[src/hw/rtl/mme_pkg.sv]
// ----------------------------------------------------------------------------
// mme_pkg: shared types and constants of the matrix multiply engine
// Sizes of the element stores, field widths, operation and status codes.
// ----------------------------------------------------------------------------
`default_nettype none

package mme_pkg;

   // Largest supported matrix dimension; both stores hold MAX_DIM x MAX_DIM.
   localparam int MAX_DIM = 8;

   localparam int DEPTH   = MAX_DIM * MAX_DIM;
   localparam int ADDR_W  = $clog2(DEPTH);
   localparam int CNT_W   = $clog2(MAX_DIM);
   localparam int DIM_W   = $clog2(MAX_DIM + 1);

   localparam int ELEM_W  = 16;
   localparam int PROD_W  = 2 * ELEM_W;
   localparam int VALUE_W = 35;
   localparam int ACC_W   = 36 + CNT_W;

   localparam int REG_W       = 4;
   localparam int CSR_ADDR_W  = 2;
   localparam int REQ_TDATA_W = 24;
   localparam int RSP_TDATA_W = 48;

   localparam longint VALUE_MAX = 64'sd17179869183;
   localparam longint VALUE_MIN = -64'sd17179869184;

   localparam logic [CSR_ADDR_W-1:0] CSR_A_ROWS = 2'd0;
   localparam logic [CSR_ADDR_W-1:0] CSR_A_COLS = 2'd1;
   localparam logic [CSR_ADDR_W-1:0] CSR_B_ROWS = 2'd2;
   localparam logic [CSR_ADDR_W-1:0] CSR_B_COLS = 2'd3;

   typedef enum logic [1:0] {
      OP_WRITE_A  = 2'd0,
      OP_WRITE_B  = 2'd1,
      OP_MULTIPLY = 2'd2
   } opcode_type;

   typedef enum logic [1:0] {
      ST_OK       = 2'd0,
      ST_RANGE    = 2'd1,
      ST_MISMATCH = 2'd2
   } status_type;

   typedef enum logic [1:0] {
      S_IDLE,
      S_ISSUE,
      S_DRAIN,
      S_EMIT
   } state_type;

   // Control that travels alongside one pair of operands into the MAC.
   typedef struct packed {
      logic vld;
      logic first;
      logic last;
   } mac_ctl_type;

   // A dimension register of zero acts as one, and one beyond MAX_DIM as MAX_DIM.
   function automatic logic [DIM_W-1:0] eff_dim(input logic [REG_W-1:0] r);
      logic [DIM_W-1:0] d;
      if (r == '0) begin
         d = DIM_W'(1);
      end else if (int'(r) > MAX_DIM) begin
         d = DIM_W'(MAX_DIM);
      end else begin
         d = DIM_W'(r);
      end
      return d;
   endfunction

   function automatic logic [ADDR_W-1:0] elem_addr(input logic [CNT_W-1:0] row,
                                                   input logic [CNT_W-1:0] col);
      return ADDR_W'(int'(row) * MAX_DIM + int'(col));
   endfunction

endpackage

`default_nettype wire

[src/hw/rtl/matrix_multiply_engine.sv]
// ----------------------------------------------------------------------------
// An element write gives its status word in the cycle after acceptance. A
// multiply computes the elements of C one at a time, row by row, through
// one read port per store feeding the single shared MAC; the engine takes no
// new word until the last element of C has gone to the output register.
// Reset is synchronous, active high: dimension registers return to 8, stores
// are left as they are.
// ----------------------------------------------------------------------------
`default_nettype none

module matrix_multiply_engine (
   input  wire logic                                clock,
   input  wire logic                                reset,
   // Configuration write port.
   input  wire logic                                csr_we,
   input  wire logic [mme_pkg::CSR_ADDR_W-1:0]      csr_addr,
   input  wire logic [mme_pkg::REG_W-1:0]           csr_wdata,
   // Request stream.
   input  wire logic                                req_tvalid,
   output      logic                                req_tready,
   // tdata, low bit up: row_index[2:0], col_index[2:0], elem_value[15:0], pad
   input  wire logic [mme_pkg::REQ_TDATA_W-1:0]     req_tdata,
   // tuser: opcode[1:0]
   input  wire logic [1:0]                          req_tuser,
   // Response stream.
   output      logic                                rsp_tvalid,
   input  wire logic                                rsp_tready,
   // tdata, low bit up: out_row[2:0], out_col[2:0], out_value[34:0], pad
   output      logic [mme_pkg::RSP_TDATA_W-1:0]     rsp_tdata,
   // tuser: status[1:0]
   output      logic [1:0]                          rsp_tuser,
   output      logic                                rsp_tlast
);

   import mme_pkg::*;

   localparam int CMP_W = DIM_W + 3;

   // Configuration registers.
   logic [REG_W-1:0] a_rows_ff, a_cols_ff, b_rows_ff, b_cols_ff;

   always_ff @(posedge clock) begin
      if (reset) begin
         a_rows_ff <= REG_W'(8);
         a_cols_ff <= REG_W'(8);
         b_rows_ff <= REG_W'(8);
         b_cols_ff <= REG_W'(8);
      end else if (csr_we) begin
         case (csr_addr)
            CSR_A_ROWS: a_rows_ff <= csr_wdata;
            CSR_A_COLS: a_cols_ff <= csr_wdata;
            CSR_B_ROWS: b_rows_ff <= csr_wdata;
            CSR_B_COLS: b_cols_ff <= csr_wdata;
            default: ;
         endcase
      end
   end

   logic [DIM_W-1:0] ar, ac, br, bc;
   assign ar = eff_dim(a_rows_ff);
   assign ac = eff_dim(a_cols_ff);
   assign br = eff_dim(b_rows_ff);
   assign bc = eff_dim(b_cols_ff);

   // Request fields.
   opcode_type        req_op;
   logic [2:0]        req_row, req_col;
   logic [ELEM_W-1:0] req_value;
   logic              req_acc;

   assign req_op    = opcode_type'(req_tuser);
   assign req_row   = req_tdata[2:0];
   assign req_col   = req_tdata[5:3];
   assign req_value = req_tdata[21:6];
   assign req_acc   = req_tvalid && req_tready;

   logic a_oob, b_oob;
   assign a_oob = (CMP_W'(req_row) >= CMP_W'(ar)) || (CMP_W'(req_col) >= CMP_W'(ac));
   assign b_oob = (CMP_W'(req_row) >= CMP_W'(br)) || (CMP_W'(req_col) >= CMP_W'(bc));

   // Sequencer state.
   state_type        state_ff, state_in;
   logic [CNT_W-1:0] i_ff, i_in, j_ff, j_in, k_ff, k_in;
   mac_ctl_type      issue_ctl, rd_ctl_ff;

   logic i_end, j_end, k_end, elem_last;
   assign i_end     = (DIM_W'(i_ff) + DIM_W'(1)) == ar;
   assign j_end     = (DIM_W'(j_ff) + DIM_W'(1)) == bc;
   assign k_end     = (DIM_W'(k_ff) + DIM_W'(1)) == ac;
   assign elem_last = i_end && j_end;

   // Output register.
   logic                      rsp_valid_ff;
   status_type                rsp_status_ff;
   logic [2:0]                rsp_row_ff, rsp_col_ff;
   logic signed [VALUE_W-1:0] rsp_value_ff;
   logic                      rsp_last_ff;
   logic                      out_free;

   assign out_free = !rsp_valid_ff || rsp_tready;

   // Store and MAC connections.
   logic                      a_we, b_we;
   logic [ADDR_W-1:0]         wr_addr, a_raddr, b_raddr;
   logic [ELEM_W-1:0]         a_rdata, b_rdata;
   logic                      mac_done;
   logic signed [VALUE_W-1:0] mac_value;

   logic                      load;
   status_type                ld_status;
   logic [2:0]                ld_row, ld_col;
   logic signed [VALUE_W-1:0] ld_value;
   logic                      ld_last;

   assign wr_addr = elem_addr(CNT_W'(req_row), CNT_W'(req_col));
   assign a_raddr = elem_addr(i_ff, k_ff);
   assign b_raddr = elem_addr(k_ff, j_ff);

   // Next state.
   always_comb begin
      state_in = state_ff;
      case (state_ff)
         S_IDLE: begin
            if (req_acc && req_op == OP_MULTIPLY && ac == br) begin
               state_in = S_ISSUE;
            end
         end
         S_ISSUE: begin
            if (k_end) begin
               state_in = S_DRAIN;
            end
         end
         S_DRAIN: begin
            if (mac_done) begin
               state_in = S_EMIT;
            end
         end
         S_EMIT: begin
            if (out_free) begin
               state_in = elem_last ? S_IDLE : S_ISSUE;
            end
         end
         default: state_in = S_IDLE;
      endcase
   end

   // Sequencer outputs.
   always_comb begin
      req_tready = 1'b0;
      a_we       = 1'b0;
      b_we       = 1'b0;
      load       = 1'b0;
      ld_status  = ST_OK;
      ld_row     = '0;
      ld_col     = '0;
      ld_value   = '0;
      ld_last    = 1'b1;
      issue_ctl  = '0;
      i_in       = i_ff;
      j_in       = j_ff;
      k_in       = k_ff;
      case (state_ff)
         S_IDLE: begin
            req_tready = out_free;
            if (req_acc) begin
               case (req_op)
                  OP_WRITE_A: begin
                     load = 1'b1;
                     if (a_oob) begin
                        ld_status = ST_RANGE;
                     end else begin
                        a_we = 1'b1;
                     end
                  end
                  OP_WRITE_B: begin
                     load = 1'b1;
                     if (b_oob) begin
                        ld_status = ST_RANGE;
                     end else begin
                        b_we = 1'b1;
                     end
                  end
                  OP_MULTIPLY: begin
                     if (ac != br) begin
                        load      = 1'b1;
                        ld_status = ST_MISMATCH;
                     end else begin
                        i_in = '0;
                        j_in = '0;
                        k_in = '0;
                     end
                  end
                  default: ;
               endcase
            end
         end
         S_ISSUE: begin
            issue_ctl.vld   = 1'b1;
            issue_ctl.first = (k_ff == '0);
            issue_ctl.last  = k_end;
            k_in            = k_end ? '0 : k_ff + CNT_W'(1);
         end
         S_DRAIN: ;
         S_EMIT: begin
            if (out_free) begin
               load     = 1'b1;
               ld_row   = 3'(i_ff);
               ld_col   = 3'(j_ff);
               ld_value = mac_value;
               ld_last  = elem_last;
               if (j_end) begin
                  j_in = '0;
                  i_in = i_ff + CNT_W'(1);
               end else begin
                  j_in = j_ff + CNT_W'(1);
               end
            end
         end
         default: ;
      endcase
   end

   always_ff @(posedge clock) begin
      if (reset) begin
         state_ff     <= S_IDLE;
         rd_ctl_ff    <= '0;
         rsp_valid_ff <= 1'b0;
      end else begin
         state_ff  <= state_in;
         rd_ctl_ff <= issue_ctl;
         if (load) begin
            rsp_valid_ff <= 1'b1;
         end else if (rsp_tready) begin
            rsp_valid_ff <= 1'b0;
         end
      end
   end

   always_ff @(posedge clock) begin
      i_ff <= i_in;
      j_ff <= j_in;
      k_ff <= k_in;
      if (load) begin
         rsp_status_ff <= ld_status;
         rsp_row_ff    <= ld_row;
         rsp_col_ff    <= ld_col;
         rsp_value_ff  <= ld_value;
         rsp_last_ff   <= ld_last;
      end
   end

   mme_ram #(.WIDTH(ELEM_W), .DEPTH(DEPTH)) u_a_ram (
      .clock (clock),
      .we    (a_we),
      .waddr (wr_addr),
      .wdata (req_value),
      .raddr (a_raddr),
      .rdata (a_rdata)
   );

   mme_ram #(.WIDTH(ELEM_W), .DEPTH(DEPTH)) u_b_ram (
      .clock (clock),
      .we    (b_we),
      .waddr (wr_addr),
      .wdata (req_value),
      .raddr (b_raddr),
      .rdata (b_rdata)
   );

   mme_mac u_mac (
      .clock     (clock),
      .reset     (reset),
      .in_ctl    (rd_ctl_ff),
      .a_value   (a_rdata),
      .b_value   (b_rdata),
      .done      (mac_done),
      .sum_value (mac_value)
   );

   assign rsp_tvalid = rsp_valid_ff;
   assign rsp_tdata  = {(RSP_TDATA_W - VALUE_W - 6)'(0), rsp_value_ff, rsp_col_ff, rsp_row_ff};
   assign rsp_tuser  = rsp_status_ff;
   assign rsp_tlast  = rsp_last_ff;

   // A finished dot product only ever arrives while the sequencer waits for it.
   a_done_in_drain: assert property (@(posedge clock) disable iff (reset)
      mac_done |-> state_ff == S_DRAIN)
      else $error("MAC result arrived outside the drain state");

   // Error status words always close their item.
   a_err_is_last: assert property (@(posedge clock) disable iff (reset)
      (rsp_tvalid && rsp_tuser != ST_OK) |-> rsp_tlast)
      else $error("error status word without last");

   // A multiply with matching dimensions starts issuing operands next cycle.
   a_mul_starts: assert property (@(posedge clock) disable iff (reset)
      (req_acc && req_op == OP_MULTIPLY && ac == br) |=> state_ff == S_ISSUE)
      else $error("multiply did not start issuing");

endmodule

`default_nettype wire

[src/hw/rtl/mme_ram.sv]
// ----------------------------------------------------------------------------
// mme_ram: generic simple dual-port RAM
// One write port and one read port; the read data is registered.
// ----------------------------------------------------------------------------
`default_nettype none

module mme_ram #(
   parameter int WIDTH = 16,
   parameter int DEPTH = 64
) (
   input  wire logic                     clock,
   input  wire logic                     we,
   input  wire logic [$clog2(DEPTH)-1:0] waddr,
   input  wire logic [WIDTH-1:0]         wdata,
   input  wire logic [$clog2(DEPTH)-1:0] raddr,
   output      logic [WIDTH-1:0]         rdata
);

   logic [WIDTH-1:0] mem_ff [DEPTH];
   logic [WIDTH-1:0] rdata_ff;

   always_ff @(posedge clock) begin
      if (we) begin
         mem_ff[waddr] <= wdata;
      end
      rdata_ff <= mem_ff[raddr];
   end

   assign rdata = rdata_ff;

endmodule

`default_nettype wire

[src/hw/rtl/mme_mac.sv]
// ----------------------------------------------------------------------------
// mme_mac: shared multiply-accumulate unit
// Registered 16x16 signed product, then an accumulator that restarts on the
// first pair of a dot product and pulses done after the last one.
// ----------------------------------------------------------------------------
`default_nettype none

module mme_mac (
   input  wire logic                               clock,
   input  wire logic                               reset,
   input  wire mme_pkg::mac_ctl_type               in_ctl,
   input  wire logic signed [mme_pkg::ELEM_W-1:0]  a_value,
   input  wire logic signed [mme_pkg::ELEM_W-1:0]  b_value,
   output      logic                               done,
   output      logic signed [mme_pkg::VALUE_W-1:0] sum_value
);

   import mme_pkg::*;

   localparam logic signed [ACC_W-1:0] SAT_HI = ACC_W'(VALUE_MAX);
   localparam logic signed [ACC_W-1:0] SAT_LO = ACC_W'(VALUE_MIN);

   logic signed [PROD_W-1:0] prod_ff, prod_in;
   mac_ctl_type              pctl_ff;
   logic signed [ACC_W-1:0]  acc_ff, acc_in;
   logic                     done_ff;

   assign prod_in = a_value * b_value;
   assign acc_in  = pctl_ff.first ? ACC_W'(prod_ff) : acc_ff + ACC_W'(prod_ff);

   always_ff @(posedge clock) begin
      if (reset) begin
         pctl_ff <= '0;
         done_ff <= 1'b0;
      end else begin
         pctl_ff <= in_ctl;
         done_ff <= pctl_ff.vld && pctl_ff.last;
      end
   end

   always_ff @(posedge clock) begin
      prod_ff <= prod_in;
      if (pctl_ff.vld) begin
         acc_ff <= acc_in;
      end
   end

   always_comb begin
      if (acc_ff > SAT_HI) begin
         sum_value = VALUE_W'(SAT_HI);
      end else if (acc_ff < SAT_LO) begin
         sum_value = VALUE_W'(SAT_LO);
      end else begin
         sum_value = VALUE_W'(acc_ff);
      end
   end

   assign done = done_ff;

endmodule

`default_nettype wire

[config.mk]
export PLATFORM = sky130hd
export DESIGN_NAME = matrix_multiply_engine
export DESIGN_NICKNAME = d
export VERILOG_FILES = /design/src/hw/rtl/mme_pkg.sv /design/src/hw/rtl/matrix_multiply_engine.sv /design/src/hw/rtl/mme_ram.sv /design/src/hw/rtl/mme_mac.sv
export SDC_FILE = /design/constraint.sdc
export NUM_CORES = 2
export LEC_CHECK = 0
export CAP_MARGIN = 10
export CORE_MARGIN = 3
export CORE_UTILIZATION = 47
export DETAILED_ROUTE_END_ITERATION = 6
export DONT_BUFFER_PORTS = 1
export PLACE_DENSITY = 0.68
export SYNTH_ARGS = -nofsm -noshare
export SYNTH_HDL_FRONTEND = slang
export SYNTH_SLANG_ARGS = --single-unit
[constraint.sdc]
create_clock -name clock -period 16.4 [get_ports clock]
set_clock_uncertainty 0.05 [all_clocks]
set_input_delay 1.64 -clock clock [delete_from_list [all_inputs] [get_ports clock]]
set_output_delay 1.64 -clock clock [all_outputs]
set_load 0.03 [all_outputs]
==> results.yml <==
outcome:
  outcome: "finished clean"
setup_path:
  worstSetupPathDepth: 21
  critPathTopFamily: "adder cells"
  startpoint_class_of_the_critical_path: "flip-flop"
  slowest_delay_ns: 0.84
  peak_fanout_along_the_critical_path: 16
  worst_r2r_startpoint: "u_b_ram.rdata[8]"
  critical_path.most_common_cell: "sky130_fd_sc_hd__fa_1"
  timing.critical_path.slowest_stage_cell: "sky130_fd_sc_hd__dfxtp_1"
  reg2reg_to: "u_mac.prod_ff[29]"
  cp-end-kind: "flip-flop"
  setup.worst_path.end: "u_mac.prod_ff[29]"
  critPathKind: "reg -> reg"
  crit_chain: "nand2_1 > fa_1 > inv_1 > fa_1 > inv_1 > fa_1 > inv_1 > fa_1 > fa_1 > inv_1 > fa_1 > inv_1 > ha_1 > a21oi_1 > o21ai_1 > a311o_1 > or3_1 > o31a_1 > a311oi_2 > nor2_1 > xor2_1"
  worst-r2r-setup-slack_ns: 9.52
  worst_ep_required_time_ns: 17.02
  worst_setup_path_startpoint: "u_b_ram.rdata[8]"
  worstRegToRegCells: 21
  critPathArrivalTime_ns: 7.50
  crit_buf_inv: 5
grt:
  grt_pass1_vias: 47900
  grt-ovfl-total: 0
  groute.layer.met2.usage_pct: 32.2
  global_route.usage.met3_pct: 4.73
  gr-max-usage-layer: "met2"
  maximum_number_of_pins_on_one_net_before_global_route_repair: 154
  track_usage_pct: 20.5
  grt_first_pass_wirelength_microns: 320000
  grt_util_met1_pct: 29.5
  grt_antenna_before_repair: 13
logic_synthesis:
  synth_edf_count: 2140
  synth_seq_cells: 2230
  synth.yosys.warnings: 0
  synthesized_area_sq_mm: 0.0965
  syn_area_per_cell_sq_um: 19.5
  synth.lib_cells_used.distinct: 79
  synth_sequential_area_ratio_pct: 68.4
  postSynth.asyncResetShare_pct: 0
  yosys_most_used_dff: "sky130_fd_sc_hd__edfxtp_1"
  postSynthCellCount: 4940
finish:
  multi_input_comb_area_sq_mm: 0.0284
  drive_gt1_share_pct: 22.5
  n_fill_cell: 15700
  nNetsFinal: 5535
  finalInstanceArea_sq_mm: 0.107
  area.sequential_sq_mm: 0.0661
  area_growth_syn_to_layout_pct: 11.1
clock_network:
  clkSlewWorstSetupHoldPaths_ns: 0.06
  cts_setup_buffers: 0
  cts_num_sinks: 2230
  cts_resized: 0
  clock_path_buffers: 3
  cts_hold_buffers: 0
  cts.htree.levels: 4
  clockRootBuffer: "sky130_fd_sc_hd__clkbuf_16"
  cts_buffers: 213
  tritoncts: "done"
  worst_skew_pair.late_latency_ns: 0.86
detailed_routing:
  drcViolationCount: 0
  ant_nets: 0
  routed-via-count: 46500
  avgRoutedWirePerCell_microns: 26.7
  drtIter0Drc: 5061
  drt-vias-per-instance: 5.85
  detailed_routing_iteration_count_for_the_pre_antenna_repair_pass: 5
  finalWirelength_microns: 213000
placement:
  globalplace.congestion: 0.842
  post-dp-hpwl_microns: 127000
  placement.io_buffers: 0
  dpl_cell_area_sq_mm: 0.100
sta:
  setup-violations-final: 0
  fin_setup_tns_ns: 0
  rsz_0062_raised_after_global_routing: "false"
  worst_slew_margin_rel_pct: 17.0
  fmaxAchievable_ghz: 0.145
  finalMaxSlewViolations: 0
  layout_worst_path_cycle_share_pct: 41.9
  timing.final.hold_violations: 0
  worst_pin_slew_ns: 1.24
  timing.final.crit_period_ns: 6.88
floorplanning:
  die_footprint_sq_mm: 0.211
  num_io_pins: 90
  floorplan.initialDensity_pct: 47.5
  std_cell_rows: 165
  die_x_microns: 459
  dieHeight_microns: 459
  design.core.area_sq_mm: 0.203
hold_path:
  holdCritPathClass: "reg -> reg"
job:
  drv_cap: 0
==> flip-flops by register name, indices dropped and copies added, names as in the netlist, 2 cells and up <==
signal,count
j_ff,3
rsp_col_ff,3
u_b_ram.mem_ff,1024
u_mac.prod_ff,32
u_mac.acc_ff,39
state_ff,2
rsp_row_ff,3
b_cols_ff,4
u_a_ram.rdata,16
u_b_ram.rdata,16
a_rows_ff,4
a_cols_ff,4
b_rows_ff,4
rd_ctl_ff,3
rsp_value_ff,35
u_mac.pctl_ff,3
rsp_tuser,2
i_ff,3
k_ff,3
u_a_ram.mem_ff,1024
==> worst min-delay path by stage <==
stage / startpoint / endpoint / slack [ns] / cells after the start
3_3_place_gp: u_mac.pctl_ff[0] / u_mac.done / 0.36 / 2
2_1_floorplan: u_mac.pctl_ff[0] / u_mac.done / 0.35 / 2
3_5_place_dp: u_mac.pctl_ff[0] / u_mac.done / 0.37 / 2
5_1_grt: u_mac.pctl_ff[0] / u_mac.done / 0.41 / 2
4_1_cts: u_mac.pctl_ff[0] / u_mac.done / 0.37 / 2
6_report: u_mac.pctl_ff[0] / u_mac.done / 0.37 / 2
==> synthesized netlist by cell type (all sizes together), types with 8 or more instances <==
cell | count | area [sq um]
nor2b | 10 | 62.6
xnor2 | 44 | 385
fa | 263 | 5270
clkbuf | 140 | 526
buf | 91 | 444
a21o | 36 | 272
xor2 | 25 | 219
o21bai | 9 | 67.6
o21ai | 61 | 309
o21a | 47 | 354
nor3b | 11 | 87.6
nor3 | 15 | 75.1
inv | 312 | 1170
nand3 | 34 | 170
mux2i | 14 | 140
a21oi | 65 | 325
nand2 | 194 | 728
nor2 | 214 | 803
or3 | 10 | 62.6
ha | 141 | 1760
a211oi | 9 | 77.6
and2 | 134 | 840
and3 | 17 | 108
nor4 | 11 | 68.8
a211o | 9 | 78.8
mux4 | 672 | 15100
o211ai | 12 | 90.1
a31oi | 8 | 50.1
edfxtp | 2140 | 64300
dfxtp | 90 | 1800
nand2b | 26 | 163
==> placed cells by master, fill, tap and decap left out, types with 22 or more instances in the layout <==
| cell type | n |
|---|---|
| sky130_fd_sc_hd__edfxtp_1 | 2140 |
| sky130_fd_sc_hd__mux4_2 | 672 |
| sky130_fd_sc_hd__inv_1 | 311 |
| sky130_fd_sc_hd__fa_1 | 263 |
| sky130_fd_sc_hd__clkbuf_16 | 215 |
| sky130_fd_sc_hd__nor2_1 | 199 |
| sky130_fd_sc_hd__nand2_1 | 194 |
| sky130_fd_sc_hd__buf_4 | 160 |
| sky130_fd_sc_hd__ha_1 | 141 |
| sky130_fd_sc_hd__and2_1 | 133 |
| sky130_fd_sc_hd__dfxtp_1 | 88 |
| sky130_fd_sc_hd__a21oi_1 | 64 |
| sky130_fd_sc_hd__o21ai_0 | 53 |
| sky130_fd_sc_hd__clkbuf_1 | 52 |
| sky130_fd_sc_hd__o21a_1 | 46 |
| sky130_fd_sc_hd__xnor2_1 | 44 |
| sky130_fd_sc_hd__clkinv_1 | 37 |
| sky130_fd_sc_hd__a21o_1 | 35 |
| sky130_fd_sc_hd__nand3_1 | 34 |
| sky130_fd_sc_hd__clkinv_2 | 34 |
| sky130_fd_sc_hd__nand2b_1 | 26 |
| sky130_fd_sc_hd__xor2_1 | 25 |
| sky130_fd_sc_hd__bufinv_16 | 22 |
==> worst reg2reg max path, cell delays in order, from the launching register on <==
cell and delay, ns:
sky130_fd_sc_hd__dfxtp_1 0.84, sky130_fd_sc_hd__nand2_1 0.17, sky130_fd_sc_hd__fa_1 0.54, sky130_fd_sc_hd__inv_1 0.05, sky130_fd_sc_hd__fa_1 0.49, sky130_fd_sc_hd__inv_1 0.05
sky130_fd_sc_hd__fa_1 0.57, sky130_fd_sc_hd__inv_1 0.06, sky130_fd_sc_hd__fa_1 0.45, sky130_fd_sc_hd__fa_1 0.49, sky130_fd_sc_hd__inv_1 0.05, sky130_fd_sc_hd__fa_1 0.47
sky130_fd_sc_hd__inv_1 0.04, sky130_fd_sc_hd__ha_1 0.33, sky130_fd_sc_hd__a21oi_1 0.21, sky130_fd_sc_hd__o21ai_1 0.12, sky130_fd_sc_hd__a311o_1 0.41, sky130_fd_sc_hd__or3_1 0.35
sky130_fd_sc_hd__o31a_1 0.37, sky130_fd_sc_hd__a311oi_2 0.32, sky130_fd_sc_hd__nor2_1 0.13, sky130_fd_sc_hd__xor2_1 0.16
==> metrics by stage <==
| stage | utilization [%] | setup slack (ns) | hold slack [ns] | instances |
|---|---|---|---|---|
| 2_1_floorplan | - | 10.19 | 0.345 | 4946 |
| 3_3_place_gp | 49.4 | 9.53 | 0.357 | 7551 |
| 3_5_place_dp | 49.4 | 9.55 | 0.366 | 7551 |
| 4_1_cts | 52.8 | 9.52 | 0.375 | 7944 |
| 5_1_grt | 52.8 | 9.20 | 0.411 | 7944 |
| 6_report | 52.8 | 9.52 | 0.370 | 7953 |
==> metal layers <==
metal	vias to the layer above	part of all wire [%]
li1	19800	-
met1	24800	42
met2	1708	48
met3	273	8.4
met4	4	1.9
met5	-	0.012
==> cells by family (layout without fill, tap and decap cells) <==
logic type / after synthesis / count (layout) / synth area share (%)
flops: 2230 / 2230 / 68.4
simple gates: 703 / 703 / 3.49
mux: 688 / 688 / 15.8
buf+inv: 543 / 869 / 2.22
fa+ha+maj: 404 / 404 / 7.28
compound gates: 302 / 302 / 2.10
xor+xnor: 69 / 69 / 0.626
other cells: 1 / 16 / 0.00388
==> cell type report <==
cell class	instances	share of cell area (%)
repair buffers	164	1.19
diodes	9	0.0210
flip-flops and latches	2230	61.6
inverters	312	1.09
well taps	2672	3.12
clock inverters	123	1.27
multi-input cells	2173	26.5
clock buffers	270	5.23
Power is not shown: default switching activity piles up to over one toggle a cycle in this logic, so the estimate is an artifact.
